$ cat src/design/aprm_pkg.sv
// Shared constants and types for the peak / RMS / mean-abs level meter.
`timescale 1ns / 1ps
package aprm_pkg;

  localparam int unsigned SMP_W       = 16;        // PCM sample width
  localparam int unsigned SQ_W        = 55;        // sum of squares
  localparam int unsigned MAG_W       = 40;        // sum of magnitudes
  localparam int unsigned CNT_W       = 25;        // sample counter
  localparam int unsigned MAX_SAMPLES = 16777216;  // samples taken per run
  localparam int unsigned UNIT_W      = 32;        // shared subtract/compare width
  localparam int unsigned MS_W        = 31;        // mean square, up to 2^30
  localparam int unsigned DIV_STEPS   = SQ_W;      // one quotient bit per step
  localparam int unsigned SQRT_STEPS  = 16;        // one root bit per step
  localparam int unsigned STEP_W      = 6;         // holds DIV_STEPS - 1
  localparam int unsigned RES_W       = 16;        // result field width

  typedef struct packed {
    logic             start;
    logic [SQ_W-1:0]  square_sum;
    logic [MAG_W-1:0] magnitude_sum;
    logic [CNT_W-1:0] count;
  } aprm_solve_req_t;

  typedef struct packed {
    logic             done;
    logic [RES_W-1:0] rms;
    logic [RES_W-1:0] mean_abs;
  } aprm_solve_rsp_t;

endpackage

$ cat src/design/aprm_subcmp.sv
// Shared subtract-and-compare unit used by the divider and the square root.
`timescale 1ns / 1ps
module aprm_subcmp import aprm_pkg::*; (
  input  logic [UNIT_W-1:0] a_i,
  input  logic [UNIT_W-1:0] b_i,
  output logic [UNIT_W-1:0] diff_o,
  output logic              ge_o
);

  logic [UNIT_W:0] full;

  assign full   = {1'b0, a_i} - {1'b0, b_i};
  assign diff_o = full[UNIT_W-1:0];
  assign ge_o   = ~full[UNIT_W];

endmodule

$ cat src/design/aprm_solver.sv
// End-of-run sequencer: two restoring divisions and a bitwise square root.
`timescale 1ns / 1ps
module aprm_solver import aprm_pkg::*; (
  input  logic            clk_i,
  input  logic            rst_ni,
  input  aprm_solve_req_t req_i,
  output aprm_solve_rsp_t rsp_o
);

  typedef enum logic [1:0] {S_IDLE, S_DIV_SQ, S_DIV_MAG, S_SQRT} state_e;

  state_e            state_q, state_d;
  logic [STEP_W-1:0] step_q, step_d;
  logic [SQ_W-1:0]   dvd_q, dvd_d;
  logic [CNT_W-1:0]  rem_q, rem_d;
  logic [MS_W-1:0]   ms_q, ms_d;
  logic [MS_W-1:0]   root_q, root_d;
  logic [MS_W-1:0]   bit_q, bit_d;
  logic [RES_W-1:0]  mean_q, mean_d;
  logic              done_q, done_d;

  logic [CNT_W:0]    rem_shift;
  logic [UNIT_W-1:0] op_a, op_b, diff;
  logic              ge;
  logic              div_last, sqrt_last;

  assign rem_shift = {rem_q, dvd_q[SQ_W-1]};
  assign div_last  = (step_q == STEP_W'(DIV_STEPS - 1));
  assign sqrt_last = (step_q == STEP_W'(SQRT_STEPS - 1));

  always_comb begin
    if (state_q == S_SQRT) begin
      op_a = {1'b0, ms_q};
      op_b = {1'b0, root_q | bit_q};
    end else begin
      op_a = {{(UNIT_W-CNT_W-1){1'b0}}, rem_shift};
      op_b = {{(UNIT_W-CNT_W){1'b0}}, req_i.count};
    end
  end

  aprm_subcmp u_subcmp (
    .a_i    (op_a),
    .b_i    (op_b),
    .diff_o (diff),
    .ge_o   (ge)
  );

  always_comb begin
    state_d = state_q;
    step_d  = step_q;
    dvd_d   = dvd_q;
    rem_d   = rem_q;
    ms_d    = ms_q;
    root_d  = root_q;
    bit_d   = bit_q;
    mean_d  = mean_q;
    done_d  = 1'b0;
    case (state_q)
      S_IDLE: begin
        if (req_i.start) begin
          dvd_d   = req_i.square_sum;
          rem_d   = '0;
          step_d  = '0;
          state_d = S_DIV_SQ;
        end
      end
      S_DIV_SQ, S_DIV_MAG: begin
        // remainder stays below the count, so it fits CNT_W bits
        rem_d  = ge ? diff[CNT_W-1:0] : rem_shift[CNT_W-1:0];
        dvd_d  = {dvd_q[SQ_W-2:0], ge};
        step_d = step_q + 1'b1;
        if (div_last) begin
          step_d = '0;
          if (state_q == S_DIV_SQ) begin
            ms_d    = {dvd_q[MS_W-2:0], ge};
            dvd_d   = {{(SQ_W-MAG_W){1'b0}}, req_i.magnitude_sum};
            rem_d   = '0;
            state_d = S_DIV_MAG;
          end else begin
            mean_d  = {dvd_q[RES_W-2:0], ge};
            root_d  = '0;
            bit_d   = {1'b1, {(MS_W-1){1'b0}}};
            state_d = S_SQRT;
          end
        end
      end
      S_SQRT: begin
        // root and bit never overlap, so root + bit is root | bit
        if (ge) begin
          ms_d   = diff[MS_W-1:0];
          root_d = (root_q >> 1) | bit_q;
        end else begin
          root_d = root_q >> 1;
        end
        bit_d  = bit_q >> 2;
        step_d = step_q + 1'b1;
        if (sqrt_last) begin
          done_d  = 1'b1;
          state_d = S_IDLE;
        end
      end
      default: state_d = S_IDLE;
    endcase
  end

  always_ff @(posedge clk_i or negedge rst_ni) begin
    if (!rst_ni) begin
      state_q <= S_IDLE;
      step_q  <= '0;
      done_q  <= 1'b0;
    end else begin
      state_q <= state_d;
      step_q  <= step_d;
      done_q  <= done_d;
    end
  end

  always_ff @(posedge clk_i) begin
    dvd_q  <= dvd_d;
    rem_q  <= rem_d;
    ms_q   <= ms_d;
    root_q <= root_d;
    bit_q  <= bit_d;
    mean_q <= mean_d;
  end

  assign rsp_o.done     = done_q;
  assign rsp_o.rms      = root_q[RES_W-1:0];
  assign rsp_o.mean_abs = mean_q;

endmodule

$ cat src/design/audio_peak_rms_meanabs_meter.sv
// Top level: sample accumulation, end-of-run solve and output register.
// A plain sample occupies the input through the accept, square and add states.
// A sample marked last then runs the solve: 55 + 55 restoring-divide steps and
// 16 root steps, all on one shared subtract/compare unit, then the output load.
// The input takes no new sample until the previous one is added; one result per run.
// Reset (rst_ni, async, active low) clears all run accumulators and both valids.
`timescale 1ns / 1ps
module audio_peak_rms_meanabs_meter import aprm_pkg::*; (
  input  logic        clk_i,
  input  logic        rst_ni,
  input  logic        s_axis_tvalid,
  output logic        s_axis_tready,
  input  logic [15:0] s_axis_tdata,   // [15:0] sample (signed)
  input  logic        s_axis_tlast,   // last sample of the run
  output logic        m_axis_tvalid,
  input  logic        m_axis_tready,
  output logic [47:0] m_axis_tdata,   // [15:0] peak, [31:16] rms, [47:32] mean_abs
  output logic        m_axis_tuser    // [0] overflow
);

  // T_IDLE is the only state that takes a request; the output register is
  // separate, so a finished result can wait while the next run accumulates.
  typedef enum logic [2:0] {T_IDLE, T_SQ, T_ADD, T_SOLVE, T_OUT} state_e;

  state_e             state_q, state_d;
  logic [SMP_W-1:0]   mag_q, mag_d;
  logic               last_q, last_d;
  logic               take_q, take_d;
  logic [2*SMP_W-1:0] sq_q, sq_d;
  logic [SMP_W-1:0]   peak_q, peak_d;
  logic [SQ_W-1:0]    ssum_q, ssum_d;
  logic [MAG_W-1:0]   msum_q, msum_d;
  logic [CNT_W-1:0]   cnt_q, cnt_d;
  logic               ovf_q, ovf_d;
  logic               zero_q, zero_d;
  logic               start_q, start_d;
  logic               m_valid_q, m_valid_d;
  logic [RES_W-1:0]   o_peak_q, o_peak_d;
  logic [RES_W-1:0]   o_rms_q, o_rms_d;
  logic [RES_W-1:0]   o_mean_q, o_mean_d;
  logic               o_ovf_q, o_ovf_d;

  logic               in_fire;
  logic               out_free;
  logic [SMP_W-1:0]   in_mag;
  aprm_solve_req_t    sreq;
  aprm_solve_rsp_t    srsp;

  assign s_axis_tready = (state_q == T_IDLE);
  assign in_fire       = s_axis_tvalid & s_axis_tready;
  assign out_free      = ~m_valid_q | m_axis_tready;

  // -32768 wraps to 0x8000, which is 32768 as an unsigned magnitude
  assign in_mag = s_axis_tdata[SMP_W-1] ? (SMP_W'(0) - s_axis_tdata) : s_axis_tdata;

  assign sreq.start         = start_q;
  assign sreq.square_sum    = ssum_q;
  assign sreq.magnitude_sum = msum_q;
  assign sreq.count         = cnt_q;

  aprm_solver u_solver (
    .clk_i  (clk_i),
    .rst_ni (rst_ni),
    .req_i  (sreq),
    .rsp_o  (srsp)
  );

  always_comb begin
    state_d   = state_q;
    mag_d     = mag_q;
    last_d    = last_q;
    take_d    = take_q;
    sq_d      = sq_q;
    peak_d    = peak_q;
    ssum_d    = ssum_q;
    msum_d    = msum_q;
    cnt_d     = cnt_q;
    ovf_d     = ovf_q;
    zero_d    = zero_q;
    start_d   = 1'b0;
    m_valid_d = m_valid_q & ~m_axis_tready;
    o_peak_d  = o_peak_q;
    o_rms_d   = o_rms_q;
    o_mean_d  = o_mean_q;
    o_ovf_d   = o_ovf_q;
    case (state_q)
      T_IDLE: begin
        if (in_fire) begin
          mag_d   = in_mag;
          last_d  = s_axis_tlast;
          // past the sample limit a sample only marks overflow
          take_d  = (cnt_q < CNT_W'(MAX_SAMPLES));
          if (cnt_q >= CNT_W'(MAX_SAMPLES)) ovf_d = 1'b1;
          state_d = T_SQ;
        end
      end
      T_SQ: begin
        sq_d = {{SMP_W{1'b0}}, mag_q} * {{SMP_W{1'b0}}, mag_q};
        if (take_q && (mag_q > peak_q)) peak_d = mag_q;
        state_d = T_ADD;
      end
      T_ADD: begin
        if (take_q) begin
          ssum_d = ssum_q + {{(SQ_W-2*SMP_W){1'b0}}, sq_q};
          msum_d = msum_q + {{(MAG_W-SMP_W){1'b0}}, mag_q};
          cnt_d  = cnt_q + 1'b1;
        end
        if (!last_q) begin
          state_d = T_IDLE;
        end else if (cnt_d == '0) begin
          // empty run: no divide, rms and mean read as zero
          zero_d  = 1'b1;
          state_d = T_OUT;
        end else begin
          zero_d  = 1'b0;
          start_d = 1'b1;
          state_d = T_SOLVE;
        end
      end
      T_SOLVE: begin
        if (srsp.done) state_d = T_OUT;
      end
      T_OUT: begin
        if (out_free) begin
          m_valid_d = 1'b1;
          o_peak_d  = peak_q;
          o_rms_d   = zero_q ? '0 : srsp.rms;
          o_mean_d  = zero_q ? '0 : srsp.mean_abs;
          o_ovf_d   = ovf_q;
          // clear the run for the next one
          peak_d    = '0;
          ssum_d    = '0;
          msum_d    = '0;
          cnt_d     = '0;
          ovf_d     = 1'b0;
          state_d   = T_IDLE;
        end
      end
      default: state_d = T_IDLE;
    endcase
  end

  always_ff @(posedge clk_i or negedge rst_ni) begin
    if (!rst_ni) begin
      state_q   <= T_IDLE;
      peak_q    <= '0;
      ssum_q    <= '0;
      msum_q    <= '0;
      cnt_q     <= '0;
      ovf_q     <= 1'b0;
      zero_q    <= 1'b0;
      start_q   <= 1'b0;
      m_valid_q <= 1'b0;
    end else begin
      state_q   <= state_d;
      peak_q    <= peak_d;
      ssum_q    <= ssum_d;
      msum_q    <= msum_d;
      cnt_q     <= cnt_d;
      ovf_q     <= ovf_d;
      zero_q    <= zero_d;
      start_q   <= start_d;
      m_valid_q <= m_valid_d;
    end
  end

  always_ff @(posedge clk_i) begin
    mag_q    <= mag_d;
    last_q   <= last_d;
    take_q   <= take_d;
    sq_q     <= sq_d;
    o_peak_q <= o_peak_d;
    o_rms_q  <= o_rms_d;
    o_mean_q <= o_mean_d;
    o_ovf_q  <= o_ovf_d;
  end

  assign m_axis_tvalid = m_valid_q;
  assign m_axis_tdata  = {o_mean_q, o_rms_q, o_peak_q};
  assign m_axis_tuser  = o_ovf_q;

  // ---------------------------------------------------------------------------
  // Assertions
  // ---------------------------------------------------------------------------

  // a request occupies the input for the whole multi-cycle update
  a_busy_after_accept: assert property (@(posedge clk_i) disable iff (!rst_ni)
    in_fire |=> !s_axis_tready)
    else $error("input ready right after a request");

  // a new result only appears out of the output-load state
  a_valid_source: assert property (@(posedge clk_i) disable iff (!rst_ni)
    $rose(m_axis_tvalid) |-> $past(state_q == T_OUT))
    else $error("result valid rose outside output load");

  // the counter never passes the sample limit
  a_count_limit: assert property (@(posedge clk_i) disable iff (!rst_ni)
    cnt_q <= CNT_W'(MAX_SAMPLES))
    else $error("sample count past limit");

  // rms and mean magnitude can never exceed the peak magnitude
  a_result_order: assert property (@(posedge clk_i) disable iff (!rst_ni)
    m_valid_q |-> (o_rms_q <= o_peak_q) && (o_mean_q <= o_peak_q))
    else $error("rms or mean above peak");

endmodule
$ cat config.mk
export PLATFORM = sky130hd
export DESIGN_NAME = audio_peak_rms_meanabs_meter
export DESIGN_NICKNAME = d
export VERILOG_FILES = /design/src/design/aprm_pkg.sv /design/src/design/aprm_subcmp.sv /design/src/design/aprm_solver.sv /design/src/design/audio_peak_rms_meanabs_meter.sv
export SDC_FILE = /design/constraint.sdc
export NUM_CORES = 1
export LEC_CHECK = 0
export BUFFER_PORTS_ARGS = -buffer_cell sky130_fd_sc_hd__buf_2
export CORE_UTILIZATION = 61
export DETAILED_ROUTE_END_ITERATION = 8
export PLACE_DENSITY = 0.83
export SLEW_MARGIN = 10
export SYNTH_ARGS = -nofsm -noshare
export SYNTH_HDL_FRONTEND = slang
export SYNTH_SLANG_ARGS = --single-unit
$ cat constraint.sdc
create_clock -name clk_i -period 11.6 [get_ports clk_i]
set_input_delay 1.74 -clock clk_i [delete_from_list [all_inputs] [get_ports clk_i]]
set_output_delay 1.74 -clock clk_i [all_outputs]
set_load 0.01 [all_outputs]
### Word level (Yosys, flattened, before mapping)

Cells that the tools add are included.

| storage, ports and cells | value |
|---|---|
| bits in registers | 440 |
| output and inout port bits | 51 |

| operators by class | value |
|---|---|
| add/sub/neg operators | 6 |
| order comparisons | 3 |
| reductions and logical operators | 23 |
| $mul | 1 |
| eq/ne operators | 21 |
| multiplexer cells | 62 |
| bitwise logic cells | 9 |

Operators with widths:

| operator | number |
|---|---|
| two-way mux 31 bit | 10 |
| two-way mux 55 bit | 5 |
| one-hot mux 55 bit (2 select lines) | 2 |
| one-hot mux 31 bit (2 select lines) | 3 |
| two-way mux 25 bit | 7 |
| one-hot mux 25 bit (2 select lines) | 2 |
| two-way mux 40 bit | 2 |
| one-hot mux 40 bit (2 select lines) | 1 |
| adder 55 x 32 -> 55 bit | 1 |
| adder 40 x 16 -> 40 bit | 1 |
| multiplier 16 x 16 -> 32 bit | 1 |
| two-way mux 16 bit | 2 |
| one-hot mux 16 bit (2 select lines) | 1 |
| subtractor 31 x 31 -> 32 bit | 1 |
| bitwise OR 30 x 31 -> 31 bit | 1 |
| bitwise OR 31 bit | 1 |
| adder 25 x 1 -> 25 bit (second input constant) | 1 |
| >= comparator 25 bit (second input constant) | 1 |
| zero test 25 bit | 1 |
| less-than comparator 25 bit (second input constant) | 1 |
| one-hot mux 6 bit (3 select lines) | 1 |
| AND reduction 3 bit | 6 |
| greater-than comparator 16 bit | 1 |
| subtractor 1 x 16 -> 16 bit (first input constant) | 1 |
| other kinds (28) | 71 |

### Logic depth before layout (Yosys ltp)

| depth | value |
|---|---|
| depth after elaboration | 7 |
| depth in mapped cells | 25 |
| gate-level depth less buffers | 23 |

### Hierarchy

A second synthesis with hierarchy kept.

| unflattened totals | value |
|---|---|
| cells, all modules | 3174 |
| area total of the unflattened synthesis | 31453.9 um^2 |

Modules (own cells, without submodules):

| module | cells each | times used | area an instance (um^2) |
|---|---|---|---|
| audio_peak_rms_meanabs_meter | 2199 | 1 | 20761.2 |
| aprm_solver | 700 | 1 | 8832.2 |
| aprm_subcmp | 275 | 1 | 1860.5 |

### Least setup slack after synthesis

OpenSTA, ideal clock, no wires.

| path | value |
|---|---|
| path type | flip-flop to flip-flop |
| from | register u_solver.state_q[1] |
| to | register u_solver.ms_q[0], enable pin |
| setup slack | 4.509 ns |
| arrival time | 6.594 ns |
| data required time | 11.103 ns |
| path buffers | 5 |
| stages on the path, launching flop included | 16 |
| library setup time | 0.497 ns |
| cell sequence | dfrtp_1 -> ha_1 -> clkbuf_1 -> clkbuf_1 -> buf_1 -> mux2i_1 -> ha_1 -> clkbuf_1 -> nand4_1 -> a2111o_1 -> a31oi_1 -> o32ai_1 -> o31ai_2 -> clkbuf_1 -> nor2_1 -> nor4_1 |

| on the way | value |
|---|---|
| word-level cells in the longest chain between the ends | 5 |

RTL lines:

| element | RTL line | RTL |
|---|---|---|
| start, declared | aprm_solver.sv:12 | `state_e state_q, state_d;` |
| start signal, assigned | aprm_solver.sv:112 | `state_q <= state_d;` |
| equality test 2 bit | aprm_solver.sv:32, aprm_solver.sv:58 |  |
| two-way mux 31 bit | aprm_solver.sv:32 | `if (state_q == S_SQRT) begin` |
| subtractor 31 x 31 -> 32 bit | aprm_subcmp.sv:12 | `assign full = {1'b0, a_i} - {1'b0, b_i};` |
| != test 2 bit (no line) | - |  |
| AND reduction 4 bit (no line) * | - |  |
| end signal, assigned | aprm_solver.sv:121 | `ms_q <= ms_d;` |
| end, declared | aprm_solver.sv:16 | `logic [MS_W-1:0] ms_q, ms_d;` |

Mark *: on every way between the ends. The rest lies on a longest branch, timed or not.
A chain may end at the register's enable or synchronous reset.

### Worst setup path after layout

| path | value |
|---|---|
| from | register mag_q[3] |
| to | register sq_q[31] (data pin) |

| on the way | value |
|---|---|
| word-level cells in the longest chain between the ends | 1 |

RTL lines:

| element | RTL line | RTL |
|---|---|---|
| start, declared | audio_peak_rms_meanabs_meter.sv:26 | `logic [SMP_W-1:0] mag_q, mag_d;` |
| start signal, assigned | audio_peak_rms_meanabs_meter.sv:168 | `mag_q <= mag_d;` |
| multiplier 16 x 16 -> 32 bit | audio_peak_rms_meanabs_meter.sv:98 | `sq_d = {{SMP_W{1'b0}}, mag_q} * {{SMP_W{1'b0}}, mag_q};` |
| end signal, assigned | audio_peak_rms_meanabs_meter.sv:171 | `sq_q <= sq_d;` |
| end, declared | audio_peak_rms_meanabs_meter.sv:29 | `logic [2*SMP_W-1:0] sq_q, sq_d;` |

Every way passes these cells.

==> flow_summary.yaml <==
outcome:
  outcome: "finished, final reports clean"
setup_path:
  endpoint_class_of_the_critical_path: "flip-flop"
  cp_data_required_time_ps: 12020
  worst_ep_arrival_time_ps: 7540
  setup.worst_path.class: "flip-flop to flip-flop"
  reg2regPathDepth: 21
  critPathMaxFanout: 13
  timing.critical_path.from_type: "flip-flop"
routing:
  drt_drc_violations_left: 0
  drt.antenna.violating_nets: 0
  route.detailed.wl_per_inst_um: 19.8
  met3_wirelength_mm: 4.92
  maxUsedRoutingLayer: "met4"
  num_vias: 23339
  post_drt_via_cell_ratio: 6.14
  dr.first_iter.drc_count: 2122
  detailed_routing_iteration_count_for_the_pre_antenna_repair_pass: 5
  route.met2.wl_mm: 36.5
  drt_wl_total_mm: 75.1
  wl_met1_mm: 30.5
placed_design:
  port-buffer-count: 71
  routabilityCongestion: 0.940
  postPlaceCellArea_um2: 31600
  dpl_wire_length_mm: 54.3
die:
  starting_density_of_the_core: 0.623
  top_level_ports: 72
  core-area_um2: 49400
  die_area_um2: 51300
  placement_rows: 81
  floorplan.die.height_um: 226
  die_w_um: 226
synthesis:
  ys.flop_type: "edfxtp_1"
  synth_largest_type_area_fraction: 0.266
  yosys.area.top_type: "edfxtp_1"
  synth_cell_types: 77
  synth_edf_count: 272
  ys_warn_count: 0
  synth_fp_nets: 3482
  synthTopCellsByArea: "edfxtp_1, dfrtp_1, fa_1, ha_1, inv_1"
  post_synth_instance_area_um2: 30700
  postSynthRegisterBits: 424
  synth_seq_area_share: 0.390
  mean_cell_area_of_the_mapped_netlist_um2: 9.93
  synth.most_common_cell: "inv_1"
  postSynthCellCount: 3093
  synth_async_reset_ratio: 0.358
  netlist_top_cells_count: "inv_1, nand2_1, edfxtp_1"
global_route:
  grt_overflow_total: 0
  grt_antenna_before_repair: 1
  grt_start_max_net_pins: 97
  number_of_global_route_vias_before_repair: 23405
  grt_usage: 0.301
  grt_first_pass_wirelength_mm: 121
timing:
  fin_crit_ps: 7120
  report.final.setup_viol: 0
  final-hold-violation-count: 0
  timing_worst_slew_pin_value_ps: 1110
  rsz0062_at_grt: "false"
  skew_ps: 24.0
  max_freq_mhz: 140
  setup_tns_final_ps: 0
  final_max_slew_viols: 0
  fin_crit_sh: 0.614
  maxSlewHeadroom: 0.262
cells_and_area:
  design.final.nets: 3485
  areaGrowthSynthToFinish_pct: 8.27
  finish.instance_area_um2: 33300
  drive_gt1_frac: 0.0833
min_path:
  hold_path.class: "flip-flop to flip-flop"
  whs_path_depth: 0
clocking:
  postCtsSetupRepairBufs: 0
  insertion_delay_ps: 610
  cts_hold_buffers: 0
  clock_tree_from_tritoncts: "yes"
  cts_resized: 0
  cts_made_buffers: 46
  clockRootBuffer: "clkbuf_16"
  h-tree-depth: 2
  clock_sinks: 424
  clk_pin_slew_ps: 60
  clock_path_buffers: 3
flow_run:
  cap_viol_max_count: 0
==> cell families after synthesis <==
| kind of cell | count (synthesis) | share of synthesized area |
|---|---|---|
| fa+ha+maj | 368 | 0.190 |
| flops | 424 | 0.390 |
| simple gates | 939 | 0.150 |
| compound gates | 621 | 0.125 |
| xor+xnor | 114 | 0.0325 |
| buf+inv | 463 | 0.0572 |
| mux | 164 | 0.0556 |
==> flip-flops by register name, indices dropped and copies added, names as in the netlist, 2 cells and up <==
signal / cells
u_solver.dvd_q: 55
ssum_q: 55
state_q: 3
o_rms_q: 16
u_solver.rem_q: 25
cnt_q: 25
o_mean_q: 16
msum_q: 40
u_solver.mean_q: 16
mag_q: 16
u_solver.state_q: 2
u_solver.root_q: 31
u_solver.step_q: 6
o_peak_q: 16
sq_q: 31
u_solver.bit_q: 16
u_solver.ms_q: 31
peak_q: 16
==> final cells by class <==
class	instances	area (µm²)
fillers	3735	16100
diodes	1	2.50
multi-input cells	2206	17100
clock inverters	16	269
repair buffers	96	549
inverters	322	1210
clock buffers	70	1350
well taps	664	831
flip-flops and latches	424	12000
==> stage by stage <==
| stage | hold WS, ps | instances | util | setup slack (ps) |
|---|---|---|---|---|
| final | 455 | 3799 | 0.674 | 4480 |
| after detailed placement | 445 | 3712 | 0.641 | 4650 |
| after floorplan | 425 | 3093 | - | 4510 |
| after global routing | 463 | 3798 | 0.674 | 4090 |
| after CTS | 452 | 3798 | 0.674 | 4620 |
| after global placement | 436 | 3712 | 0.641 | 4830 |
==> worst paths after layout <==
| path | slack, ps | endpoint | start |
|---|---|---|---|
| min in group asynchronous | 1250 | cnt_q[19] | rst_ni |
| max in group asynchronous | 8920 | peak_q[2] | rst_ni |
| worst max register to register | 4480 | sq_q[31] | mag_q[3] |
| worst min-delay path | 450 | o_peak_q[15] | peak_q[15] |
| worst max-delay path | 4480 | sq_q[31] | mag_q[3] |
| worst min register to register | 450 | o_peak_q[15] | peak_q[15] |
==> layer usage <==
metal,global-route usage,vias to the layer above
met5,0,-
met4,0.132,0
met3,0.0455,205
met2,0.508,882
met1,0.384,11467
li1,-,10785
==> critical path: stages (launching register included) <==
cell and delay [ps]:
edfxtp_1 780, clkinv_1 510, nor2_1 340, ha_1 310, xor2_1 180, fa_1 490
inv_1 50, fa_1 520, fa_1 440, fa_1 550, inv_1 50, fa_1 530
inv_1 40, ha_1 320, or2_2 330, a31oi_1 270, nand3b_1 170, a21o_1 190
o21ai_0 170, a41oi_1 410, nor2_1 90, a311oi_1 200
==> layout by cell type (no fill, tap or decap), types with 51 or more instances in the layout <==
cell / n
a21o_1: 51
and2_1: 90
nand2_1: 296
edfxtp_1: 272
a21oi_1: 197
nor2_1: 204
mux2_2: 52
dfrtp_1: 152
ha_1: 200
nand3_1: 81
xnor2_1: 74
fa_1: 166
mux2i_1: 111
buf_2: 70
inv_1: 318
o21ai_0: 167
Power is not shown: default switching activity piles up to over one toggle a cycle in this logic, so the estimate is an artifact.
